--- src/rtl/oli_pkg.sv ---
// Package for the ordered list block: operation and status codes, the
// control struct broadcast to the cells, and the default depth.
// Depends on nothing; used by oli_cell and ordered_list_insert_delete.
package oli_pkg;

  // Default number of cells in the list.
  localparam int unsigned DefaultDepth = 16;

  // Field widths fixed by the item format.
  localparam int unsigned ValueW    = 32;
  localparam int unsigned PositionW = 4;
  localparam int unsigned CountW    = 5;

  // Operation carried by an input item.
  typedef enum logic [1:0] {
    MODE_INSERT_FRONT = 2'd0,
    MODE_DELETE_FRONT = 2'd1,
    MODE_DELETE_END   = 2'd2,
    MODE_DELETE_AT    = 2'd3
  } oli_mode_e;

  // Status reported with every result item.
  typedef enum logic [1:0] {
    STATUS_OK    = 2'd0,
    STATUS_EMPTY = 2'd1,
    STATUS_OOB   = 2'd2,
    STATUS_FULL  = 2'd3
  } oli_status_e;

  // Shift command broadcast to every cell in a cycle.
  typedef struct packed {
    logic ins;  // every cell takes its front neighbor's data
    logic del;  // cells at or behind the target take the back neighbor's data
  } oli_ctrl_t;

endpackage

--- src/rtl/oli_cell.sv ---
// One cell of the list: holds a single entry and moves it to or from its
// neighbors on insert and delete. Depends on oli_pkg.
module oli_cell #(
  parameter int unsigned Idx = 0,
  parameter int unsigned IdxW = 4
) (
  input  logic                       clk_i,
  input  oli_pkg::oli_ctrl_t         ctrl_i,
  input  logic [IdxW-1:0]            pos_i,
  input  logic [oli_pkg::ValueW-1:0] front_i,
  input  logic [oli_pkg::ValueW-1:0] back_i,
  output logic [oli_pkg::ValueW-1:0] data_o,
  output logic [oli_pkg::ValueW-1:0] taken_o
);
  import oli_pkg::*;

  localparam logic [IdxW-1:0] MyIdx = IdxW'(Idx);

  logic [ValueW-1:0] data_q, data_d;
  logic              at_or_behind;
  logic              is_target;

  assign at_or_behind = (MyIdx >= pos_i);
  assign is_target    = (MyIdx == pos_i);

  // Next entry: shift back on insert, close the gap on delete.
  always_comb begin
    data_d = data_q;
    if (ctrl_i.ins) begin
      data_d = front_i;
    end else if (ctrl_i.del && at_or_behind) begin
      data_d = back_i;
    end
  end

  // Entry storage; payload only, no reset needed.
  always_ff @(posedge clk_i) begin
    data_q <= data_d;
  end

  // Offer this cell's entry when it is the one addressed.
  assign data_o  = data_q;
  assign taken_o = is_target ? data_q : '0;

endmodule

--- src/rtl/ordered_list_insert_delete.sv ---
// Top level of the ordered list: a row of oli_cell entries, the count and
// the result register. Depends on oli_pkg and oli_cell.
//
//  Channel  Dir  tdata (low bit up)                   tuser
//  s_axis   in   value[31:0], position[35:32], pad    mode[1:0]
//  m_axis   out  removed_value[31:0], entry_count[36:32], pad  status[1:0]
//
// Every item is finished where it is accepted: all cells shift together in the cycle
// the item is accepted and the result is registered at that edge.
// Throughput is one item per cycle unless the result stalls; the path is
// the target-position compare plus the cell OR that picks the removed entry.
// Reset empties the list at once; no clearing pass is needed.
// A new item is taken while the held result leaves in the same cycle;
// a stalled result stalls the input.
module ordered_list_insert_delete #(
  parameter int unsigned DEPTH = oli_pkg::DefaultDepth
) (
  input  logic        clk_i,
  input  logic        rst_ni,
  input  logic        s_axis_tvalid,
  output logic        s_axis_tready,
  input  logic [39:0] s_axis_tdata,   // value[31:0], position[35:32], zero pad
  input  logic [1:0]  s_axis_tuser,   // mode[1:0]
  output logic        m_axis_tvalid,
  input  logic        m_axis_tready,
  output logic [39:0] m_axis_tdata,   // removed_value[31:0], entry_count[36:32], zero pad
  output logic [1:0]  m_axis_tuser    // status[1:0]
);
  import oli_pkg::*;

  localparam int unsigned IdxW = (DEPTH > 1) ? $clog2(DEPTH) : 1;
  localparam int unsigned CntW = $clog2(DEPTH + 1);
  localparam int unsigned CmpW = (CntW > PositionW) ? CntW : PositionW;
  localparam int unsigned ExtW = (CntW > CountW) ? CntW : CountW;
  localparam logic [CntW-1:0] FullCount = CntW'(DEPTH);

  // Input fields.
  oli_mode_e            mode;
  logic [ValueW-1:0]    value;
  logic [PositionW-1:0] position;

  assign mode     = oli_mode_e'(s_axis_tuser);
  assign value    = s_axis_tdata[ValueW-1:0];
  assign position = s_axis_tdata[ValueW +: PositionW];

  // Control and result registers.
  logic [CntW-1:0]   count_q, count_d;
  logic              out_valid_q;
  logic [ValueW-1:0] removed_q;
  logic [CountW-1:0] out_count_q;
  oli_status_e       status_q;

  logic              accept;
  logic              is_empty, is_full, oob;
  logic [CmpW-1:0]   target;
  oli_status_e       status_d;
  oli_ctrl_t         ctrl;
  logic [ValueW-1:0] removed_d;
  logic [ExtW-1:0]   count_ext;

  assign s_axis_tready = !out_valid_q || m_axis_tready;
  assign accept        = s_axis_tvalid && s_axis_tready;
  assign is_empty      = (count_q == '0);
  assign is_full       = (count_q >= FullCount);

  // Pick the position an operation removes from.
  always_comb begin
    unique case (mode)
      MODE_DELETE_FRONT: target = '0;
      MODE_DELETE_END:   target = CmpW'(count_q - 1'b1);
      MODE_DELETE_AT:    target = CmpW'(position);
      default:           target = '0;
    endcase
  end

  assign oob = (target >= CmpW'(count_q));

  // Decide the outcome of the item.
  always_comb begin
    status_d = STATUS_OK;
    ctrl     = '0;
    if (mode == MODE_INSERT_FRONT) begin
      if (is_full) begin
        status_d = STATUS_FULL;
      end else begin
        ctrl.ins = accept;
      end
    end else if (is_empty) begin
      status_d = STATUS_EMPTY;
    end else if (oob) begin
      status_d = STATUS_OOB;
    end else begin
      ctrl.del = accept;
    end
  end

  // Row of cells; cell 0 is the front.
  logic [ValueW-1:0] cell_data  [DEPTH];
  logic [ValueW-1:0] cell_taken [DEPTH];

  for (genvar k = 0; k < DEPTH; k++) begin : g_cell
    logic [ValueW-1:0] front, back;
    if (k == 0) begin : g_front
      assign front = value;
    end else begin : g_mid_front
      assign front = cell_data[k-1];
    end
    if (k == DEPTH - 1) begin : g_back
      assign back = '0;
    end else begin : g_mid_back
      assign back = cell_data[k+1];
    end

    oli_cell #(
      .Idx  (k),
      .IdxW (IdxW)
    ) u_cell (
      .clk_i   (clk_i),
      .ctrl_i  (ctrl),
      .pos_i   (target[IdxW-1:0]),
      .front_i (front),
      .back_i  (back),
      .data_o  (cell_data[k]),
      .taken_o (cell_taken[k])
    );
  end

  // Gather the removed entry; only the addressed cell is nonzero.
  always_comb begin
    removed_d = '0;
    for (int k = 0; k < DEPTH; k++) begin
      removed_d = removed_d | cell_taken[k];
    end
    if (!ctrl.del) begin
      removed_d = '0;
    end
  end

  // Count after the operation.
  always_comb begin
    count_d = count_q;
    if (ctrl.ins) begin
      count_d = count_q + 1'b1;
    end else if (ctrl.del) begin
      count_d = count_q - 1'b1;
    end
  end

  assign count_ext = ExtW'(count_d);

  always_ff @(posedge clk_i or negedge rst_ni) begin
    if (!rst_ni) begin
      count_q     <= '0;
      out_valid_q <= 1'b0;
    end else begin
      if (accept) begin
        count_q <= count_d;
      end
      if (accept) begin
        out_valid_q <= 1'b1;
      end else if (m_axis_tready) begin
        out_valid_q <= 1'b0;
      end
    end
  end

  // Result payload.
  always_ff @(posedge clk_i) begin
    if (accept) begin
      removed_q   <= removed_d;
      out_count_q <= count_ext[CountW-1:0];
      status_q    <= status_d;
    end
  end

  assign m_axis_tvalid = out_valid_q;
  assign m_axis_tdata  = {3'b000, out_count_q, removed_q};
  assign m_axis_tuser  = status_q;

  // Checks on the count and the result register.
  a_count_bound : assert property (@(posedge clk_i) disable iff (!rst_ni)
    count_q <= FullCount)
    else $error("entry count exceeds depth");

  a_insert_delete_excl : assert property (@(posedge clk_i) disable iff (!rst_ni)
    !(ctrl.ins && ctrl.del))
    else $error("insert and delete in the same cycle");

  a_accept_gives_result : assert property (@(posedge clk_i) disable iff (!rst_ni)
    accept |=> out_valid_q)
    else $error("accepted item produced no result");

  a_fail_keeps_count : assert property (@(posedge clk_i) disable iff (!rst_ni)
    (accept && status_d != STATUS_OK) |=> count_q == $past(count_q))
    else $error("failed operation changed the count");

  a_fail_removes_nothing : assert property (@(posedge clk_i) disable iff (!rst_ni)
    (out_valid_q && status_q != STATUS_OK) |-> removed_q == '0)
    else $error("failed operation reports a removed entry");

endmodule
--- config.mk ---
export PLATFORM = sky130hd
export DESIGN_NAME = ordered_list_insert_delete
export DESIGN_NICKNAME = d
export VERILOG_FILES = /design/src/rtl/oli_pkg.sv /design/src/rtl/oli_cell.sv /design/src/rtl/ordered_list_insert_delete.sv
export SDC_FILE = /design/constraint.sdc
export NUM_CORES = 1
export LEC_CHECK = 0
export BUFFER_PORTS_ARGS = -buffer_cell sky130_fd_sc_hd__buf_2
export CORE_MARGIN = 2
export CORE_UTILIZATION = 40
export DETAILED_ROUTE_END_ITERATION = 7
export PLACE_DENSITY = 0.54
export REMOVE_ABC_BUFFERS = 1
export SYNTH_ARGS = -nofsm -noshare
export SYNTH_HDL_FRONTEND = slang
export SYNTH_SLANG_ARGS = --single-unit
--- constraint.sdc ---
create_clock -name clk_i -period 8 [get_ports clk_i]
set_clock_uncertainty 0.05 [all_clocks]
set_input_delay 1.2 -clock clk_i [delete_from_list [all_inputs] [get_ports clk_i]]
set_output_delay 1.2 -clock clk_i [all_outputs]
set_load 0.02 [all_outputs]
==> run_results.csv <==
group,metric,value,unit
power_and_ir_drop,seqPwrFrac,0.462,
power_and_ir_drop,power,9980,uW
clock_tree,clockBufferDepth,3,
yosys,syn_area,27300,sq um
clock_tree,cts_tree,"built",
setup_path,cp-start-kind,"input port",
setup_path,cp_num_buf_inv,4,
die,dieHeight,265,um
timing,finalSetupViolCount,0,
placement,port_buffers,82,
detailed_routing,detail-route-antenna-nets,0,
detailed_routing,route.detailed.drc,0,
clock_tree,h-tree-depth,2,
layout,drive_gt1_frac,0.0947,
power_and_ir_drop,leakage,0.0123,uW
yosys,synth-edff-count,551,
global_route,grt_pass1_vias,20772,
clock_tree,cts_resized,0,
clock_tree,clk_latency,0.64,ns
die,core-area,67400,sq um
global_route,grt_max_degree,221,
detailed_routing,drtPass1Iterations,6,
die,placementRows,95,
timing,finalMaxSlewViolations,0,
global_route,grtUsageTotal,0.270,
detailed_routing,wl,96100,um
layout,fillCellCount,6330,
timing,maxSlewHeadroom,0.214,
yosys,yosysSeqAreaShare,0.612,
setup_path,cp_slowest_stage_delay,0.99,ns
power_and_ir_drop,switching_share,0.356,
timing,finalHoldViolations,0,
detailed_routing,vias,21975,
timing,fin_setup_tns,0,ns
setup_path,critPathKind,"input port to flip-flop",
timing,fin_crit_sh,0.718,
clock_tree,tritoncts.num_buffers,61,
power_and_ir_drop,p_sw,3560,uW
power_and_ir_drop,peakVddDrop,170,uV
status,status,"completed",
die,io_pins,90,
global_route,grt_use_met3,0.0455,
global_route,met2_usage,0.425,
placement,dp_hpwl,56100,um
global_route,overflow,0,
clock_tree,clock_sinks,557,
setup_path,arrival,6.00,ns
power_and_ir_drop,power_per_cell_area,326,nW/um^2
yosys,async_flop_share,0.0108,
clock_tree,cts_hold_buf,0,
power_and_ir_drop,p_clk_frac,0.281,
placement,globalplace.congestion,0.846,
clock_tree,clkTransAtPathRegs,0.06,ns
timing,worst_pin_slew,1.18,ns
detailed_routing,dr.first_iter.drc_count,3308,
detailed_routing,vias_per_cell,5.78,
clock_tree,cts_setup_buffers,0,
timing,fmax,174,MHz
setup_path,cpLargestDelayFamily,"simple AND/OR/NAND/NOR gates",
power_and_ir_drop,power_frac_comb,0.257,
detailed_routing,wl_per_cell,25.3,um
setup_path,slowest_stage,"nor2_4",
yosys,yosys_warnings,0,
die,initial_core_util,0.405,
layout,area_growth,12.1,%
layout,final_nets,2926,
yosys,syn_inst,2849,
die,dieArea,70300,sq um
timing,rsz0062_at_grt,"no",
setup_path,crit_fanout,42,
setup_path,cp.required,8.25,ns
global_route,top_usage_layer,"met2",
global_route,grt_use_met1,0.380,
global_route,grt_antenna_before_repair,0,
global_route,grt_pass1_wl,141000,um
die,die_w,265,um
worst_hold_path,hp-class,"input port to asynchronous set/reset pin",
yosys,synth_flop_cell,"edfxtp_1",
yosys,syn_area_per_cell,9.58,sq um
yosys,synth.distinct_cells,75,
job,cap_violations,0,
setup_path,critPathMostFrequentCell,"buf_4",
timing,min_period,5.75,ns
yosys,yosys_register_bits,557,
layout,final_util,0.454,
setup_path,crit_chain,"buf_2 -> nor2b_1 -> o21ai_2 -> and2_4 -> inv_4 -> ha_1 -> a211oi_1 -> o21ai_0 -> nor3_1 -> buf_4 -> o21ai_1 -> nor2_4 -> buf_4",
setup_path,setup.worst_path.end_class,"flip-flop",
power_and_ir_drop,intPower,6430,uW
clock_tree,cts_root_buffer,"clkbuf_16",
==> power by group through the flow <==
| stage | combinational [uW] | sequential, uW | clock, uW |
|---|---|---|---|
| global route | 2750 | 4680 | 2940 |
| floorplan | 1680 | 4540 | 0 |
| global placement | 2490 | 4640 | 0 |
| CTS | 2540 | 4600 | 2840 |
| detailed placement | 2530 | 4650 | 0 |
| finish | 2570 | 4610 | 2810 |
==> final cells by class <==
| cell class | instances | area (sq um) | share of cell area |
|---|---|---|---|
| antenna | 1 | 2.50 | 0.0000818 |
| clock buffer | 87 | 1700 | 0.0554 |
| clock inverter | 28 | 239 | 0.00781 |
| inverter | 13 | 51.3 | 0.00168 |
| multi-input combinational | 2098 | 9910 | 0.324 |
| sequential | 557 | 16700 | 0.546 |
| tap | 873 | 1090 | 0.0357 |
| timing repair buffer | 142 | 911 | 0.0298 |
==> kinds of logic (layout without fill, tap and decap cells) <==
logic type	Yosys count	after routing	share of synthesized area
and+or+nand+nor	1706	1706	0.245
DFF	557	557	0.612
AOI/OAI and AO/OA	348	348	0.0936
buffers and inverters	196	270	0.0333
muxes	26	26	0.00958
xor gates and xnor gates	8	8	0.00284
adders and majority gates	7	7	0.00321
other	1	4	0.000137
==> synthesized netlist by cell type (17+ instances only) <==
cell	instances	area [sq um]
a22o_1	17	149
nand2_1	1547	5810
a31oi_1	27	169
and2_1	36	225
a221oi_1	39	342
a21oi_1	79	395
a222oi_1	24	240
edfxtp_1	551	16500
buf_2	68	340
mux2i_1	25	250
nor2_1	42	158
clkbuf_1	96	360
a22oi_1	58	435
nand3_1	23	115
o21ai_0	23	115
==> registers in the layout, summed over array words and instances, names as in the netlist <==
name                  flops
m_axis_tuser              2
out_count_q               5
removed_q                32
m_axis_tvalid             1
g_cell.u_cell.data_o    512
count_q                   5
==> layout by cell type (no fill, tap or decap), drive strengths merged, types with 16 or more instances in the layout <==
cell    instances
a22o           17
a21oi          80
nor2           45
a221oi         40
clkbuf         87
a22oi          58
edfxtp        551
and2           36
a222oi         24
nand2        1548
nor3           16
o21ai          24
a31oi          27
nand3          23
clkinv         21
mux2i          25
buf           142
==> path summary, 6_finish.rpt <==
| check | start | end | slack (ns) | depth (start not counted) |
|---|---|---|---|---|
| max reg2reg | count_q[0] | g_cell[2].u_cell.data_o[23] | 2.36 | 12 |
| max | s_axis_tuser[0] | g_cell[2].u_cell.data_o[23] | 2.25 | 13 |
| min reg2reg | m_axis_tvalid | m_axis_tvalid | 0.49 | 2 |
| max in group asynchronous | rst_ni | count_q[0] | 7.41 | 1 |
| min in group clk_i | m_axis_tvalid | m_axis_tvalid | 0.49 | 2 |
| min | rst_ni | count_q[4] | 0.34 | 1 |
==> per-layer routing <==
layer  part of all wire  vias up
li1                   -     9864
met1               0.42    10760
met2               0.46     1186
met3              0.095      165
met4              0.032        0
met5                  0        -
==> metrics by stage <==
step / worst slack [ns] / instances / cell area, sq um / hold slack [ns]
2_1_floorplan: -41.01 / 2668 / 26400 / 0.451
3_3_place_gp: 1.63 / 3683 / 28700 / 0.463
3_5_place_dp: 1.67 / 3683 / 28700 / 0.477
4_1_cts: 2.34 / 3798 / 30600 / 0.326
5_1_grt: 2.05 / 3798 / 30600 / 0.336
6_report: 2.25 / 3799 / 30600 / 0.340
(Power assumes the default switching activity.)
